--- config.mk ---
export PLATFORM = sky130hd
export DESIGN_NAME = sha1_hash_engine
export DESIGN_NICKNAME = d
export VERILOG_FILES = /design/src/hw/rtl/sha1_pkg.sv /design/src/hw/rtl/sha1_hash_engine.sv
export VERILOG_INCLUDE_DIRS = /design/src /design/src/hw/rtl
export SDC_FILE = /design/constraint.sdc
export NUM_CORES = 2
export LEC_CHECK = 0
export CAP_MARGIN = 20
export CORE_ASPECT_RATIO = 1.1
export CORE_MARGIN = 8
export CORE_UTILIZATION = 30
export CTS_CLUSTER_SIZE = 30
export DETAILED_ROUTE_END_ITERATION = 10
export DONT_BUFFER_PORTS = 1
export GPL_ROUTABILITY_DRIVEN = 0
export HOLD_SLACK_MARGIN = 0.03
export PLACE_DENSITY = 0.4
export SLEW_MARGIN = 40
export SYNTH_ARGS = -nofsm -noshare
export SYNTH_HDL_FRONTEND = slang
export SYNTH_SLANG_ARGS = --single-unit
export TNS_END_PERCENT = 50
--- constraint.sdc ---
create_clock -name clk -period 28.6 [get_ports clk]
set_clock_uncertainty 0.05 [all_clocks]
set_input_delay 5.72 -clock clk [delete_from_list [all_inputs] [get_ports clk]]
set_output_delay 5.72 -clock clk [all_outputs]
set_load 0.05 [all_outputs]
--- src/hw/rtl/assert_macros.svh ---
// Assertion macros used by the RTL of the SHA-1 engine.
// No dependencies; include by bare file name.
`ifndef ASSERT_MACROS_SVH
`define ASSERT_MACROS_SVH

// Check that an expression holds at every clock edge outside reset.
`define ASSERT_ALWAYS(label, clk, rst_n, expr, msg) \
  label: assert property (@(posedge clk) disable iff (!rst_n) (expr)) else $error(msg);

// Check that a condition at one edge is followed by a consequence at the next edge.
`define ASSERT_NEXT(label, clk, rst_n, ante, cons, msg) \
  label: assert property (@(posedge clk) disable iff (!rst_n) (ante) |=> (cons)) \
    else $error(msg);

`endif

--- src/hw/rtl/sha1_pkg.sv ---
// Types and constants for the SHA-1 hash engine.
// No dependencies; used by sha1_hash_engine by scoped names.
`default_nettype none

package sha1_pkg;

  // Sequencer states
  typedef enum logic [2:0] {
    ST_IDLE,
    ST_FIN,
    ST_PREP,
    ST_ROUND,
    ST_FOLD,
    ST_OUT
  } state_t;

  // Kind of block currently being compressed
  typedef enum logic [1:0] {
    BLK_DATA,    // full block of message bytes
    BLK_PAD,     // message tail plus pad byte, no room for length
    BLK_PADLEN,  // message tail plus pad byte and length
    BLK_LEN      // zeros and length only
  } blk_t;

  localparam int unsigned NUM_WORDS = 5;

  localparam logic [31:0] H_INIT [0:NUM_WORDS-1] = '{
    32'h67452301, 32'hEFCDAB89, 32'h98BADCFE, 32'h10325476, 32'hC3D2E1F0
  };

  localparam logic [31:0] K_R0 = 32'h5A827999;
  localparam logic [31:0] K_R1 = 32'h6ED9EBA1;
  localparam logic [31:0] K_R2 = 32'h8F1BBCDC;
  localparam logic [31:0] K_R3 = 32'hCA62C1D6;

  localparam logic [7:0] PAD_BYTE    = 8'h80;
  localparam logic [5:0] LEN_POS     = 6'd56;
  localparam logic [5:0] BLOCK_END   = 6'd63;
  localparam logic [6:0] LAST_ROUND  = 7'd79;
  localparam logic [6:0] ROUND_20    = 7'd20;
  localparam logic [6:0] ROUND_40    = 7'd40;
  localparam logic [6:0] ROUND_60    = 7'd60;
  localparam logic [3:0] LEN_WORD_HI = 4'd14;
  localparam logic [2:0] LAST_WORD   = 3'd4;

endpackage

`default_nettype wire

--- src/hw/rtl/sha1_hash_engine.sv ---
// SHA-1 hash engine: byte stream in, five 32-bit digest words out.
// Depends on sha1_pkg and assert_macros.svh.
//
//   channel | ports                        | content
//   in      | in_tvalid/in_tready          | tdata: data_byte; tlast: last; tuser: no_byte
//   out     | out_tvalid/out_tready        | tdata: digest_word; tuser: word_index;
//           |                              | tlast: last_word
//
// A byte is taken while idle. A byte that fills a block adds a block pass (load, 80 rounds of
// the single shared round adder, fold into chaining words). A last item adds a finish step
// plus one or two such blocks, then five output transfers, one per cycle at best.
// Sustained throughput is set by the one-round-per-cycle adder; no byte is taken during a pass.
// Reset loads the initial chaining words and clears the byte count; no clearing pass.
// Output words hold while out_tready is low; input is not taken until all are sent.
`default_nettype none
`include "assert_macros.svh"

module sha1_hash_engine (
  input  wire logic        clk,
  input  wire logic        rst_n,
  input  wire logic        in_tvalid,
  output logic             in_tready,
  input  wire logic [7:0]  in_tdata,   // [7:0] data_byte
  input  wire logic        in_tlast,
  input  wire logic [0:0]  in_tuser,   // [0] no_byte
  output logic             out_tvalid,
  input  wire logic        out_tready,
  output logic [31:0]      out_tdata,  // [31:0] digest_word
  output logic [2:0]       out_tuser,  // [2:0] word_index
  output logic             out_tlast
);

  sha1_pkg::state_t state_r, state_nxt;
  sha1_pkg::blk_t   blk_r;
  logic             fin_r;
  logic [63:0]      byte_count_r;
  logic [31:0]      h_r [0:sha1_pkg::NUM_WORDS-1];
  logic [31:0]      a_r, b_r, c_r, d_r, e_r;
  logic [31:0]      win_r [0:15];
  logic [6:0]       rnd_r;
  logic [2:0]       widx_r;

  // Block buffer: 16 big-endian words, byte-lane writes
  logic [31:0]      mem [0:15];
  logic [31:0]      mem_rd_r;
  logic [3:0]       mem_raddr;

  logic [5:0]       pos;
  logic             in_xfer;
  logic             take;
  logic [63:0]      len_bits;
  logic [31:0]      blk_word;
  logic [31:0]      sched_x;
  logic [31:0]      w;
  logic [31:0]      f;
  logic [31:0]      k;
  logic [31:0]      t;

  assign pos     = byte_count_r[5:0];
  assign in_xfer = in_tvalid & in_tready;
  assign take    = in_xfer & ~in_tuser[0];

  // Padded bit length, all ones once the count reaches 2^61 bytes
  assign len_bits = (|byte_count_r[63:61]) ? '1 : {byte_count_r[60:0], 3'b000};

  // Write the incoming byte into its lane, read one word a cycle during a block
  always_ff @(posedge clk) begin
    if (take) begin
      mem[pos[5:2]][{~pos[1:0], 3'b000} +: 8] <= in_tdata;
    end
    mem_rd_r <= mem[mem_raddr];
  end

  // Form the message word for rounds 0..15, applying padding and length
  always_comb begin
    logic [5:0] j;
    j        = '0;
    blk_word = mem_rd_r;
    for (int i = 0; i < 4; i++) begin
      j = {rnd_r[3:0], i[1:0]};
      if (blk_r == sha1_pkg::BLK_LEN) begin
        blk_word[(3 - i) * 8 +: 8] = 8'h00;
      end else if (blk_r != sha1_pkg::BLK_DATA) begin
        if (j == pos) begin
          blk_word[(3 - i) * 8 +: 8] = sha1_pkg::PAD_BYTE;
        end else if (j > pos) begin
          blk_word[(3 - i) * 8 +: 8] = 8'h00;
        end
      end
    end
    if ((blk_r == sha1_pkg::BLK_PADLEN || blk_r == sha1_pkg::BLK_LEN) &&
        rnd_r[3:0] >= sha1_pkg::LEN_WORD_HI) begin
      blk_word = rnd_r[0] ? len_bits[31:0] : len_bits[63:32];
    end
  end

  // Shared round unit: schedule word, round function, five-operand add
  always_comb begin
    sched_x = win_r[13] ^ win_r[8] ^ win_r[2] ^ win_r[0];
    w       = (rnd_r[6:4] == 3'd0) ? blk_word : {sched_x[30:0], sched_x[31]};
    if (rnd_r < sha1_pkg::ROUND_20) begin
      f = (b_r & c_r) | (~b_r & d_r);
      k = sha1_pkg::K_R0;
    end else if (rnd_r < sha1_pkg::ROUND_40) begin
      f = b_r ^ c_r ^ d_r;
      k = sha1_pkg::K_R1;
    end else if (rnd_r < sha1_pkg::ROUND_60) begin
      f = (b_r & c_r) | (b_r & d_r) | (c_r & d_r);
      k = sha1_pkg::K_R2;
    end else begin
      f = b_r ^ c_r ^ d_r;
      k = sha1_pkg::K_R3;
    end
    t = {a_r[26:0], a_r[31:27]} + f + e_r + k + w;
  end

  // Next state
  always_comb begin
    state_nxt = state_r;
    case (state_r)
      sha1_pkg::ST_IDLE: begin
        if (in_xfer) begin
          if (take && pos == sha1_pkg::BLOCK_END) begin
            state_nxt = sha1_pkg::ST_PREP;
          end else if (in_tlast) begin
            state_nxt = sha1_pkg::ST_FIN;
          end
        end
      end
      sha1_pkg::ST_FIN:   state_nxt = sha1_pkg::ST_PREP;
      sha1_pkg::ST_PREP:  state_nxt = sha1_pkg::ST_ROUND;
      sha1_pkg::ST_ROUND: begin
        if (rnd_r == sha1_pkg::LAST_ROUND) begin
          state_nxt = sha1_pkg::ST_FOLD;
        end
      end
      sha1_pkg::ST_FOLD: begin
        case (blk_r)
          sha1_pkg::BLK_DATA: state_nxt = fin_r ? sha1_pkg::ST_FIN : sha1_pkg::ST_IDLE;
          sha1_pkg::BLK_PAD:  state_nxt = sha1_pkg::ST_PREP;
          default:            state_nxt = sha1_pkg::ST_OUT;
        endcase
      end
      sha1_pkg::ST_OUT: begin
        if (out_tready && widx_r == sha1_pkg::LAST_WORD) begin
          state_nxt = sha1_pkg::ST_IDLE;
        end
      end
      default: state_nxt = sha1_pkg::ST_IDLE;
    endcase
  end

  // Outputs of the sequencer
  always_comb begin
    in_tready  = 1'b0;
    out_tvalid = 1'b0;
    mem_raddr  = rnd_r[3:0] + 4'd1;
    case (state_r)
      sha1_pkg::ST_IDLE: in_tready  = 1'b1;
      sha1_pkg::ST_PREP: mem_raddr  = '0;
      sha1_pkg::ST_OUT:  out_tvalid = 1'b1;
      default: ;
    endcase
  end

  assign out_tdata = h_r[widx_r];
  assign out_tuser = widx_r;
  assign out_tlast = (widx_r == sha1_pkg::LAST_WORD);

  // Control state, byte count and chaining words
  always_ff @(posedge clk) begin
    if (!rst_n) begin
      state_r      <= sha1_pkg::ST_IDLE;
      blk_r        <= sha1_pkg::BLK_DATA;
      fin_r        <= 1'b0;
      byte_count_r <= '0;
      rnd_r        <= '0;
      widx_r       <= '0;
      h_r          <= sha1_pkg::H_INIT;
    end else begin
      state_r <= state_nxt;
      case (state_r)
        sha1_pkg::ST_IDLE: begin
          if (in_xfer) begin
            // Saturate the count at all ones
            if (take && byte_count_r != '1) begin
              byte_count_r <= byte_count_r + 64'd1;
            end
            fin_r <= in_tlast;
            blk_r <= sha1_pkg::BLK_DATA;
          end
        end
        sha1_pkg::ST_FIN: begin
          blk_r <= (pos >= sha1_pkg::LEN_POS) ? sha1_pkg::BLK_PAD : sha1_pkg::BLK_PADLEN;
        end
        sha1_pkg::ST_PREP:  rnd_r <= '0;
        sha1_pkg::ST_ROUND: rnd_r <= rnd_r + 7'd1;
        sha1_pkg::ST_FOLD: begin
          h_r[0] <= h_r[0] + a_r;
          h_r[1] <= h_r[1] + b_r;
          h_r[2] <= h_r[2] + c_r;
          h_r[3] <= h_r[3] + d_r;
          h_r[4] <= h_r[4] + e_r;
          widx_r <= '0;
          if (blk_r == sha1_pkg::BLK_PAD) begin
            blk_r <= sha1_pkg::BLK_LEN;
          end
        end
        sha1_pkg::ST_OUT: begin
          if (out_tready) begin
            widx_r <= widx_r + 3'd1;
            // Return to the initial state after the final word
            if (widx_r == sha1_pkg::LAST_WORD) begin
              h_r          <= sha1_pkg::H_INIT;
              byte_count_r <= '0;
              fin_r        <= 1'b0;
            end
          end
        end
        default: ;
      endcase
    end
  end

  // Working variables and schedule window
  always_ff @(posedge clk) begin
    if (state_r == sha1_pkg::ST_PREP) begin
      a_r <= h_r[0];
      b_r <= h_r[1];
      c_r <= h_r[2];
      d_r <= h_r[3];
      e_r <= h_r[4];
    end else if (state_r == sha1_pkg::ST_ROUND) begin
      a_r <= t;
      b_r <= a_r;
      c_r <= {b_r[1:0], b_r[31:2]};
      d_r <= c_r;
      e_r <= d_r;
      for (int i = 0; i < 15; i++) begin
        win_r[i] <= win_r[i + 1];
      end
      win_r[15] <= w;
    end
  end

  // Checks
  `ASSERT_ALWAYS(a_excl_hs, clk, rst_n, !(in_tready && out_tvalid), "ready while digest pending")
  `ASSERT_NEXT(a_last_busy, clk, rst_n, in_tvalid && in_tready && in_tlast, !in_tready, "last item not finished")
  `ASSERT_NEXT(a_end_clear, clk, rst_n, out_tvalid && out_tready && out_tlast, in_tready && byte_count_r == '0, "no return to initial state")

endmodule

`default_nettype wire

Word-level counts from Yosys, hierarchy flattened
Memories as Yosys holds them, arrays and structs flattened. A register that Yosys moved wholly into a read port is not among the register bits.
Cells that the tools add are included.
Operators by class
  shifts and indexed selects: 2
  equal/unequal tests: 24
  reductions and logical operators: 20
  multiplexer cells: 74
  $add $sub $neg: 14
  order comparisons: 10
  bitwise logic cells: 18
Operator list (number)
  $mux 32: 21
  $mux 160: 2
  $mux 64: 5
  $pmux 160 s2: 1
  $add 32x32->32: 9
  $xor 32x32->32: 5
  $and 32x32->32: 4
  $mux 8: 16
  $pmux 64 s2: 1
  $bmux 32 s3: 1
  $or 32x32->32: 3
  $add 64x1->64 const B: 1
  $ne 64x64->1 const B: 1
  $not 32->32: 1
  $shift 8x7->32 const A: 1
  $shiftx 8x7->32: 1
  $mux 31: 1
  $eq 6x6->1: 4
  $gt 6x6->1: 4
  $mux 3: 6
  $pmux 3 s6: 1
  $lt 7x6->1 const B: 2
  $ne 2x2->1 const B: 7
  $pmux 7 s2: 1
  36 further kinds: 63
Storage, ports and cells
  logic and storage cells: 180
  register bits after elaboration: 400
  RAM bits: 1024
  output and inout bits: 38
  input bits: 14
  memories kept: 2
Memories
  mem: words 16, width 32, rd ports 1, clocked after Yosys merged registers in 1, wr ports 1, RTL line sha1_hash_engine.sv:44  | logic [31:0] mem [0:15];
  win_r: words 16, width 32, rd ports 16, clocked after Yosys merged registers in 0, wr ports 16, RTL line sha1_hash_engine.sv:39  | logic [31:0] win_r [0:15];

Depth between registers and ports, before layout
  word-level depth: 12
  mapped depth: 28
  gate-level depth less buffers: 27

Least setup slack after synthesis
Ideal clock, no wire load.
  path type: register to register
  from: register state_r[2]
  to: memory win_r[0][0] (enable)
  data arrival time: 14.155 ns
  required time: 27.698 ns
  setup time: 0.852 ns
  cell stages (with the launch flop): 5
  path buffers: 0
  period minus slack after synthesis: 15.058 ns
  slack: 13.542 ns
  cell sequence: dfxtp_1 > nand2b_1 > inv_1 > nand2_1 > inv_1
RTL lines
  from (decl): RTL line sha1_hash_engine.sv:33  | sha1_pkg::state_t state_r, state_nxt;
  from (signal assigned): RTL line sha1_hash_engine.sv:173  | state_r <= sha1_pkg::ST_IDLE;
  from (signal assigned): RTL line sha1_hash_engine.sv:181  | state_r <= state_nxt;
  to (decl): RTL line sha1_hash_engine.sv:39

Final worst setup path
  from: register state_r[2]
  to: output out_tvalid
On the way
  cells in the longest elaborated chain, start to end: 2
RTL lines
  $eq 3x3->1: RTL line sha1_hash_engine.sv:158  | case (state_r)
  $mux 1: RTL line sha1_hash_engine.sv:158
  to (decl): RTL line sha1_hash_engine.sv:26  | output logic out_tvalid,
Every way passes these cells.

==> impl_metrics.yaml <==
outcome:
  outcome: "finished clean"
global_routing:
  antenna_found_initial: 14
  grt_max_degree: 172
  grt_pass1_vias: 44272
  track_usage: 0.178
  grt-ovfl-total: 0
  grt_first_pass_wirelength_um: 322000
power_and_ir_drop:
  irDropWorstVdd_mv: 0.0906
  totalPowerFinal_w: 0.00720
  pwr_density_cell_nw_per_um2: 92.0
  p_leak_nw: 27.6
clocking:
  numCtsBuffers: 172
  cts_root_buffer: "clkbuf_16"
  cts_resized: 0
  post_cts.repair.setup_buffers: 0
  clk_pin_slew_ps: 60
  cts_buffer_depth: 3
  htree_levels: 4
  clock-sinks: 1456
  cts_hold_buf: 0
  cts_tree: "done"
  clk_latency_ps: 830
worst_setup_path:
  worst_ep_required_time_ps: 22830
  end_kind: "primary output"
  crit_path_cell_trace: "nor2b_1 -> nand2_1 -> inv_2"
  cp_slowest_stage_delay_ps: 680
  crit_type: "reg -> out"
  crit_path_start_kind: "flop"
  worst-path-buf-inv: 1
  cp_max_fo: 9
  crit_family: "simple AND/OR/NAND/NOR gates"
  crit_slowest_cell: "nor2b_1"
  cp.arrival_ps: 3230
sta:
  rsz0062_at_grt: "false"
  finalCritPeriodShare: 0.315
  relSlewSlack: 0.371
  tns_ps: 0
  setup_viol_count_final: 0
  hold_viol: 0
  worstMarginPinSlew_ps: 941
  fin_ws_ps: 19600
  slew_viol_final: 0
  max_freq_mhz: 111
  period_minus_slack_ps: 9000
route:
  drt-pass1-iter-count: 5
  wl_per_cell_um: 25.1
  drc_errors: 0
  drt-initial-drc-count: 4165
  vias: 44947
  vias_per_cell: 5.07
  routed_wirelength_um: 223000
  detail-route-antenna-nets: 0
synth:
  synth_edf_count: 1184
  ys_seq_area_frac: 0.598
  ys_seq_elements: 1456
  synth_warnings: 0
  yosys_most_used_dff: "edfxtp_1"
  syn_nets: 6089
  synth_cell_types: 89
  async_flop_share: 0
  syn_inst: 5742
  synth_area_sq_um: 68600
  synth.avg_cell_area_sq_um: 11.9
die:
  die_x_um: 472
  fp.dieH_um: 517
  core-area_sq_um: 228000
  rows: 184
  pin_count: 52
  dieArea_sq_um: 244000
  start_util: 0.301
finish:
  layout.nets: 6081
  fin_cells: 8863
  drive_gt1_frac: 0.0889
  areaGrowthSynthToFinish_pct: 14.2
placed_design:
  placedCellCount: 8533
  dp_hpwl_um: 152000
  place_ws_ps: 20150
  port_buffers: 0
min_path:
  hold_path_class: "reg -> reg"
run:
  max-cap-violations: 0
[area by class of cell]
type | instances | area (sq um)
Antenna cell | 6 | 15.0
Clock buffer | 218 | 4600
Clock inverter | 103 | 1200
Fill cell | 22571 | 150000
Inverter | 263 | 1000
Multi-Input combinational cell | 3774 | 26100
Sequential cell | 1456 | 41000
Tap cell | 2976 | 3720
Timing Repair Buffer | 67 | 658
[routing by layer]
layer	global-route usage	up-vias	wire length (um)
li1	-	20886	-
met1	0.252	22726	104000
met2	0.286	1054	103000
met3	0.0258	279	9870
met4	0.0508	2	5990
met5	0	-	20
[cell usage after synthesis (all sizes together), types with 12 or more instances]
cell    instances  share of area
a211o          13         0.0017
a211oi         43         0.0048
a21o           64         0.0070
a21oi         307          0.022
a221oi         29         0.0038
a22oi          42         0.0046
a311oi         26         0.0034
a31oi          60         0.0055
and2           61         0.0056
and3           30         0.0028
and4           16         0.0020
buf            31         0.0018
clkbuf        218          0.012
dfxtp         272          0.079
edfxtp       1184           0.52
fa            125          0.037
ha            208          0.038
inv           261          0.014
mux2i         153          0.022
mux4           42          0.014
nand2         885          0.048
nand2b         31         0.0028
nand3         148          0.011
nand4          26         0.0024
nor2          331          0.018
nor2b          95         0.0087
nor3           68         0.0050
o211ai         18         0.0020
o21a           38         0.0042
o21ai         286          0.021
o21bai         22         0.0024
o221ai         52         0.0066
o22ai          54         0.0049
o31ai          12         0.0013
or2            14         0.0013
or3            39         0.0036
xnor2         182          0.023
xor2          135          0.017
[worst paths after layout]
path	start	to	slack (ps)	cells after the start
worst max register to register	rnd_r[0]	a_r[20]	20380	23
worst min register to register	win_r[0][39]	win_r[0][7]	340	0
worst max-delay path	state_r[2]	out_tvalid	19600	3
worst min-delay path	win_r[0][39]	win_r[0][7]	340	0
[logic make-up after synthesis]
| group | share of synthesized area |
|---|---|
| adders and majority gates | 0.0745 |
| muxes | 0.0368 |
| DFF | 0.598 |
| buffers and inverters | 0.0281 |
| AOI/OAI and AO/OA | 0.106 |
| and+or+nand+nor | 0.116 |
| xor gates and xnor gates | 0.0405 |
[state kept, by name, summed over array words and instances, names as in the netlist, 7 cells and up]
register	flops
e_r	32
win_r	512
a_r	32
mem	512
c_r	32
h_r	160
rnd_r	7
b_r	32
d_r	32
mem_rd_r	32
byte_count_r	64
[placed cells by master, fill, tap and decap left out, types with 17 or more instances in the layout]
cell type | synthesis | final
edfxtp_1 | 1184 | 1184
nand2_1 | 884 | 875
a21oi_1 | 307 | 305
nor2_1 | 330 | 275
dfxtp_1 | 272 | 268
inv_1 | 260 | 257
o21ai_0 | 283 | 240
ha_1 | 208 | 207
xnor2_1 | 182 | 181
clkbuf_16 | 0 | 173
mux2i_1 | 153 | 153
nand3_1 | 148 | 148
xor2_1 | 135 | 134
fa_1 | 125 | 125
nor2b_1 | 95 | 94
a21o_1 | 64 | 64
nor3_1 | 68 | 64
a31oi_1 | 60 | 60
o22ai_1 | 54 | 54
o221ai_1 | 52 | 52
and2_1 | 51 | 51
nor2_2 | 0 | 50
buf_4 | 0 | 47
a22oi_1 | 42 | 42
a211oi_1 | 42 | 42
mux4_2 | 42 | 42
or3_1 | 39 | 39
clkinv_1 | 2 | 38
o21a_1 | 38 | 38
clkbuf_1 | 218 | 35
o21ai_2 | 0 | 32
nand2b_1 | 31 | 30
a221oi_1 | 28 | 27
and3_1 | 29 | 27
nand4_1 | 26 | 26
a311oi_1 | 25 | 25
clkinv_2 | 0 | 25
o21bai_1 | 22 | 22
o211ai_1 | 17 | 17
[power by group]
group	total (W)	internal, W	switching (W)
Combinational	0.00239	0.000954	0.00143
Clock	0.00225	0.00130	0.000950
Sequential	0.00257	0.00248	0.0000866
Total	0.00720	0.00473	0.00247
[through the flow]
stage / hold WS, ps / util / area [sq um]
2_1_floorplan: 350 / - / 68600
3_3_place_gp: 350 / 0.316 / 72000
3_5_place_dp: 355 / 0.317 / 72400
4_1_cts: 343 / 0.343 / 78200
5_1_grt: 351 / 0.344 / 78300
6_report: 344 / 0.344 / 78300
Power figures use the tool's default switching activity.
